[config.mk]
export PLATFORM = sky130hd
export DESIGN_NAME = vtyp_finish
export DESIGN_NICKNAME = d
export VERILOG_FILES = /design/src/sv/vtyp_pkg.sv /design/src/sv/vtyp_finish.sv
export SDC_FILE = /design/constraint.sdc
export NUM_CORES = 2
export LEC_CHECK = 0
export BUFFER_PORTS_ARGS = -buffer_cell sky130_fd_sc_hd__buf_4
export CAP_MARGIN = 20
export CELL_PAD_IN_SITES_DETAIL_PLACEMENT = 1
export CELL_PAD_IN_SITES_GLOBAL_PLACEMENT = 2
export CORE_MARGIN = 3
export CORE_UTILIZATION = 37
export DETAILED_ROUTE_END_ITERATION = 8
export PLACE_DENSITY_LB_ADDON = 0.1
export SLEW_MARGIN = 20
export SYNTH_ARGS = -nofsm -noshare
export SYNTH_HDL_FRONTEND = slang
export SYNTH_SLANG_ARGS = --single-unit
[constraint.sdc]
create_clock -name clk -period 4.5 [get_ports clk]
set_input_delay 0 -clock clk [delete_from_list [all_inputs] [get_ports clk]]
set_output_delay 0 -clock clk [all_outputs]
set_load 0.05 [all_outputs]
[src/sv/vtyp_pkg.sv]
// Shared constants, tangent tables and types for the vector to yaw and pitch unit.
package vtyp_pkg;

	localparam int DEG_COUNT = 90;
	localparam int IDX_W     = 7;
	localparam int ANG_W     = 9;
	localparam int PITCH_W   = 10;
	localparam int OUT_W     = ((PITCH_W + ANG_W + 7) / 8) * 8;

	localparam int TANK_W    = 30;
	localparam int TSQ_W     = 59;
	localparam int TSQ_LO_W  = 30;
	localparam int TSQ_HI_W  = TSQ_W - TSQ_LO_W;

	localparam int TSCALE_W  = 24;
	localparam logic [TSCALE_W-1:0] TSCALE = 24'd10000000;

	localparam int SQS_W     = 47;
	localparam int SQS_LO_W  = 24;
	localparam int SQS_HI_W  = SQS_W - SQS_LO_W;
	localparam logic [SQS_W-1:0]    TSCALE_SQ = 47'd100000000000000;
	localparam logic [SQS_LO_W-1:0] SQS_LO = TSCALE_SQ[SQS_LO_W-1:0];
	localparam logic [SQS_HI_W-1:0] SQS_HI = TSCALE_SQ[SQS_W-1:SQS_LO_W];

	typedef logic [IDX_W-1:0] idx_t;
	typedef logic [ANG_W-1:0] ang_t;

	localparam idx_t DEG_LAST  = 7'd89;
	localparam ang_t DEG_RIGHT = 9'd90;
	localparam ang_t DEG_HALF  = 9'd180;
	localparam ang_t DEG_FULL  = 9'd360;
	localparam ang_t DEG_UP    = 9'd90;
	localparam ang_t DEG_DOWN  = 9'd270;

	typedef logic [TANK_W-1:0] tank_tab_t [DEG_COUNT];
	typedef logic [TSQ_W-1:0]  tsq_tab_t  [DEG_COUNT];

	// Entry k is round(tan(k degrees) * 10^7), the lower boundary of degree k.
	localparam tank_tab_t TANK = '{
		30'd0, 30'd174551, 30'd349208, 30'd524078, 30'd699268, 30'd874887,
		30'd1051042, 30'd1227846, 30'd1405408, 30'd1583844, 30'd1763270,
		30'd1943803, 30'd2125566, 30'd2308682, 30'd2493280, 30'd2679492,
		30'd2867454, 30'd3057307, 30'd3249197, 30'd3443276, 30'd3639702,
		30'd3838640, 30'd4040262, 30'd4244748, 30'd4452287, 30'd4663077,
		30'd4877326, 30'd5095254, 30'd5317094, 30'd5543091, 30'd5773503,
		30'd6008606, 30'd6248694, 30'd6494076, 30'd6745085, 30'd7002075,
		30'd7265425, 30'd7535541, 30'd7812856, 30'd8097840, 30'd8390996,
		30'd8692867, 30'd9004040, 30'd9325151, 30'd9656888, 30'd10000000,
		30'd10355303, 30'd10723687, 30'd11106125, 30'd11503684, 30'd11917536,
		30'd12348972, 30'd12799416, 30'd13270448, 30'd13763819, 30'd14281480,
		30'd14825610, 30'd15398650, 30'd16003345, 30'd16642795, 30'd17320508,
		30'd18040478, 30'd18807265, 30'd19626105, 30'd20503038, 30'd21445069,
		30'd22460368, 30'd23558524, 30'd24750869, 30'd26050891, 30'd27474774,
		30'd29042109, 30'd30776835, 30'd32708526, 30'd34874144, 30'd37320508,
		30'd40107809, 30'd43314759, 30'd47046301, 30'd51445540, 30'd56712818,
		30'd63137515, 30'd71153697, 30'd81443464, 30'd95143645, 30'd114300523,
		30'd143006663, 30'd190811367, 30'd286362533, 30'd572899616
	};

	function automatic tsq_tab_t tsq_build();
		tsq_tab_t t;
		logic [2*TANK_W-1:0] p;
		for (int k = 0; k < DEG_COUNT; k++) begin
			p = (2*TANK_W)'(TANK[k]) * (2*TANK_W)'(TANK[k]);
			t[k] = p[TSQ_W-1:0];
		end
		return t;
	endfunction

	localparam tsq_tab_t TANK_SQ = tsq_build();

	typedef struct packed {
		logic vert;
		logic z_pos;
		logic z_neg;
		logic x_neg;
		logic y_neg;
	} flags_t;

endpackage

[src/sv/vtyp_finish.sv]
// Back stages: boundary equality test for yaw, quadrant unfolding and the output register.
module vtyp_finish import vtyp_pkg::*; #(
	parameter int COMP_BITS = 24
) (
	input  logic                           clk,
	input  logic                           arst_n,
	input  logic                           prev_valid,
	output logic                           prev_ready,
	input  flags_t                         prev_flags,
	input  logic [COMP_BITS-1:0]           prev_ax,
	input  logic [COMP_BITS+TSCALE_W-1:0]  prev_rhs_y,
	input  idx_t                           prev_ny,
	input  idx_t                           prev_np,
	output logic                           next_valid,
	input  logic                           next_ready,
	output logic signed [PITCH_W-1:0]      pitch_neg,
	output logic [ANG_W-1:0]               yaw_deg
);

	localparam int C    = COMP_BITS;
	localparam int RY_W = C + TSCALE_W;
	localparam int PY_W = TANK_W + C;

	logic rdy_s1, rdy_s2;
	logic v_s1, v_s2;

	flags_t          flags_s1;
	logic            ax_zero_s1;
	logic [RY_W-1:0] rhs_y_s1;
	logic [PY_W-1:0] prod_s1;
	idx_t            ny_s1, np_s1;

	logic exact;
	ang_t f, mag, yaw_nx, p, pitch_nx;
	ang_t yaw_s2, pitch_s2;

	assign rdy_s2     = !v_s2 || next_ready;
	assign rdy_s1     = !v_s1 || rdy_s2;
	assign prev_ready = rdy_s1;

	always_comb begin
		exact = ax_zero_s1 || (prod_s1 == PY_W'(rhs_y_s1));
		f     = ax_zero_s1 ? DEG_RIGHT : ANG_W'(ny_s1);
		if (!flags_s1.x_neg) begin
			mag = f;
		end else if (exact) begin
			mag = DEG_HALF - f;
		end else begin
			mag = DEG_HALF - f - ANG_W'(1);
		end
		p = ANG_W'(np_s1);
		if (flags_s1.vert) begin
			yaw_nx   = '0;
			pitch_nx = flags_s1.z_pos ? DEG_UP : DEG_DOWN;
		end else begin
			yaw_nx   = (flags_s1.y_neg && (mag != '0)) ? DEG_FULL - mag : mag;
			pitch_nx = (flags_s1.z_neg && (p != '0)) ? DEG_FULL - p : p;
		end
	end

	always_ff @(posedge clk or negedge arst_n) begin
		if (!arst_n) begin
			v_s1 <= 1'b0;
			v_s2 <= 1'b0;
		end else begin
			if (rdy_s1) v_s1 <= prev_valid;
			if (rdy_s2) v_s2 <= v_s1;
		end
	end

	always_ff @(posedge clk) begin
		if (rdy_s1) begin
			flags_s1   <= prev_flags;
			ax_zero_s1 <= prev_ax == '0;
			rhs_y_s1   <= prev_rhs_y;
			ny_s1      <= prev_ny;
			np_s1      <= prev_np;
			prod_s1    <= PY_W'(TANK[prev_ny]) * PY_W'(prev_ax);
		end
		if (rdy_s2) begin
			yaw_s2   <= yaw_nx;
			pitch_s2 <= pitch_nx;
		end
	end

	assign next_valid = v_s2;
	assign yaw_deg    = yaw_s2;
	assign pitch_neg  = PITCH_W'(0) - PITCH_W'(pitch_s2);

	a_yaw_range: assert property (@(posedge clk) disable iff (!arst_n)
		v_s2 |-> yaw_s2 < DEG_FULL)
		else $error("yaw outside a full turn");

	a_pitch_range: assert property (@(posedge clk) disable iff (!arst_n)
		v_s2 |-> pitch_s2 < DEG_FULL)
		else $error("pitch outside a full turn");

endmodule

==> flow_metrics.tcl <==
set metrics [dict create \
    grt_pass1_vias 32152 \
    max_freq_mhz 125 \
    grt_usage_pct 27.9 \
    die-area_sq_mm 0.0893 \
    synth_edf_count 140 \
    drt_pass1_iterations 7 \
    layout.nets 5151 \
    path_common_cell "fa_1" \
    end_kind "flop" \
    die_x_um 299 \
    syn_area_sq_mm 0.0317 \
    status "finished with violations" \
    cts_buffers 17 \
    critPathLaunchType "primary input" \
    die_h_um 299 \
    clock-sinks 142 \
    syn_area_per_cell_sq_um 8.91 \
    setup_ws_ns -3.53 \
    crit_slowest_cell "fa_1" \
    num_vias 27565 \
    final_cell_mix "inv_1, buf_4, fa_1" \
    grt_max_degree 125 \
    drv_cap 0 \
    grt_pass1_wl_um 191000 \
    crit_arrival_ns 8.25 \
    num_io_pins 116 \
    wire_per_inst_um 22.9 \
    ant_nets 0 \
    dp_hpwl_um 101000 \
    async_reset_ff_share_pct 1.41 \
    final_common_cell "inv_1" \
    hold_viol 0 \
    cpPeakStageDelay_ns 0.55 \
    worst_ep_required_time_ns 4.72 \
    grt_overflow 0 \
    rsz0062_at_grt "yes" \
    drc 0 \
    synthFlopType "edfxtp_1" \
    diodes 0 \
    finalCritPeriodShare_pct 178 \
    wirelength_um 123000 \
    slew_violations 0 \
    setup_violations 49 \
    ys_seq_area_share_pct 13.4 \
    stdcell_area_sq_mm 0.0431 \
    cp_max_fo 6 \
    period_minus_slack_ns 8.03 \
    ys_ff_latch 142 \
    area_delta_synth_final_pct 35.8 \
    clkTransAtPathRegs_ns 0.08 \
    violations "setup timing" \
    io_buffers 115 \
    core_sq_mm 0.0844 \
    antenna_found_initial 1 \
    worst_pin_slew_ns 0.903 \
    maxSlewHeadroom_pct 39.8 \
    critPathKind "primary input to flop" \
    syn_inst 3564 \
    root_buffer "clkbuf_16" \
    clock_path_buffers 2 \
    synthesis.nets 4478 \
    min_path_type "primary input to flop" \
    drtIter0Drc 1263 \
    avgViaCountPerCell 5.12 \
    initial_utilization_pct 37.6 \
    place_congestion 0.933 \
    drive_gt1_share_pct 29.2 \
    ys_warn_count 0 \
    clock_latency_ns 0.48 \
    place_area_sq_mm 0.0390 \
    tritoncts "built" \
    synth.distinct_cells 86 \
    htreeDepth 4 \
    skew_ns 0.0161 \
    rows 106 \
]
through the flow:
stage / worst slack (ns) / hold WS (ns) / setup TNS, ns / cells / utilization, %
2_1_floorplan: -3.28 / -0.296 / -193.01 / 3564 / -
3_3_place_gp: -4.43 / -0.219 / -176.35 / 5197 / 46.3
3_5_place_dp: -4.43 / -0.216 / -177.53 / 5197 / 46.3
4_1_cts: -3.30 / 0.0600 / -124.97 / 5357 / 50.1
5_1_grt: -3.68 / 0.0851 / -144.76 / 5384 / 51.1
6_report: -3.53 / 0.0915 / -134.90 / 5384 / 51.1
cell usage after synthesis (33+ instances only):
cell,instances,area (sq um)
and2_1,257,1610
edfxtp_1,140,4200
fa_1,614,12300
a21oi_1,116,581
inv_1,742,2790
o21ai_0,99,495
a21o_1,33,248
ha_1,205,2560
xor2_1,36,315
nor2_1,91,342
nor3_1,38,190
xnor2_1,68,596
nand2_1,587,2200
clkbuf_1,183,687
kinds of logic (layout without fill, tap and decap cells):
logic type / after synthesis / in the layout / share of synthesized area (%)
adders and majority gates: 819 / 819 / 46.8
muxes: 7 / 7 / 0.343
xor gates and xnor gates: 104 / 104 / 2.87
buffers and inverters: 948 / 1634 / 11.3
and+or+nand+nor: 1112 / 1112 / 16.4
DFF: 142 / 142 / 13.4
AOI/OAI and AO/OA: 432 / 432 / 8.86
flip-flops by register name, summed over array words and instances, names as in the netlist, 5 cells and up:
| name | cells |
|---|---|
| prod_s1 | 54 |
| rhs_y_s1 | 48 |
| pitch_s2 | 9 |
| yaw_deg | 9 |
| np_s1 | 7 |
| ny_s1 | 7 |
| flags_s1 | 5 |
per-layer routing:
layer | global-route usage [%] | part of all wire [%] | up-vias
li1 | - | - | 12331
met1 | 36.1 | 43 | 14574
met2 | 50.1 | 51 | 489
met3 | 2.12 | 2.7 | 171
met4 | 8.03 | 3.3 | 0
met5 | 0 | 0 | -
cell type report:
| class | instances | area, sq um |
|---|---|---|
| flip-flops and latches | 142 | 4260 |
| clock buffers | 17 | 425 |
| well taps | 1134 | 1420 |
| fillers | 9656 | 41200 |
| clock inverters | 15 | 215 |
| inverters | 745 | 2820 |
| multi-input cells | 2474 | 26300 |
| repair buffers | 857 | 7680 |
repair_timing:
action,in CTS,in global routing
setup endpoints to repair,49,49
setup buffers,71,33
gates cloned,1,0
gates resized for setup,326,141
pin swaps,81,98
hold buffers,65,0
endpoints found under the hold margin,65,0
path summary, 6_finish.rpt:
path | slack [ns] | to | from | cells past startpoint
max reg2reg | 0.24 | yaw_deg[1] | prod_s1[49] | 15
max | -3.53 | prod_s1[45] | prev_ny[0] | 38
min in group asynchronous | 0.40 | v_s1 | arst_n | 3
max in group asynchronous | 3.96 | next_valid | arst_n | 3
min reg2reg | 0.48 | next_valid | v_s1 | 1
min | 0.09 | ny_s1[0] | prev_ny[0] | 3
critical path, delay by kind of cell:
family	cells	cell delay, ns
and+or+nand+nor	3	0.48
adders and majority gates	9	3.93
xor gates and xnor gates	1	0.12
buffers and inverters	15	1.55
AOI/OAI and AO/OA	10	2.15
Power is not shown: default switching activity piles up to over one toggle a cycle in this logic, so the estimate is an artifact.
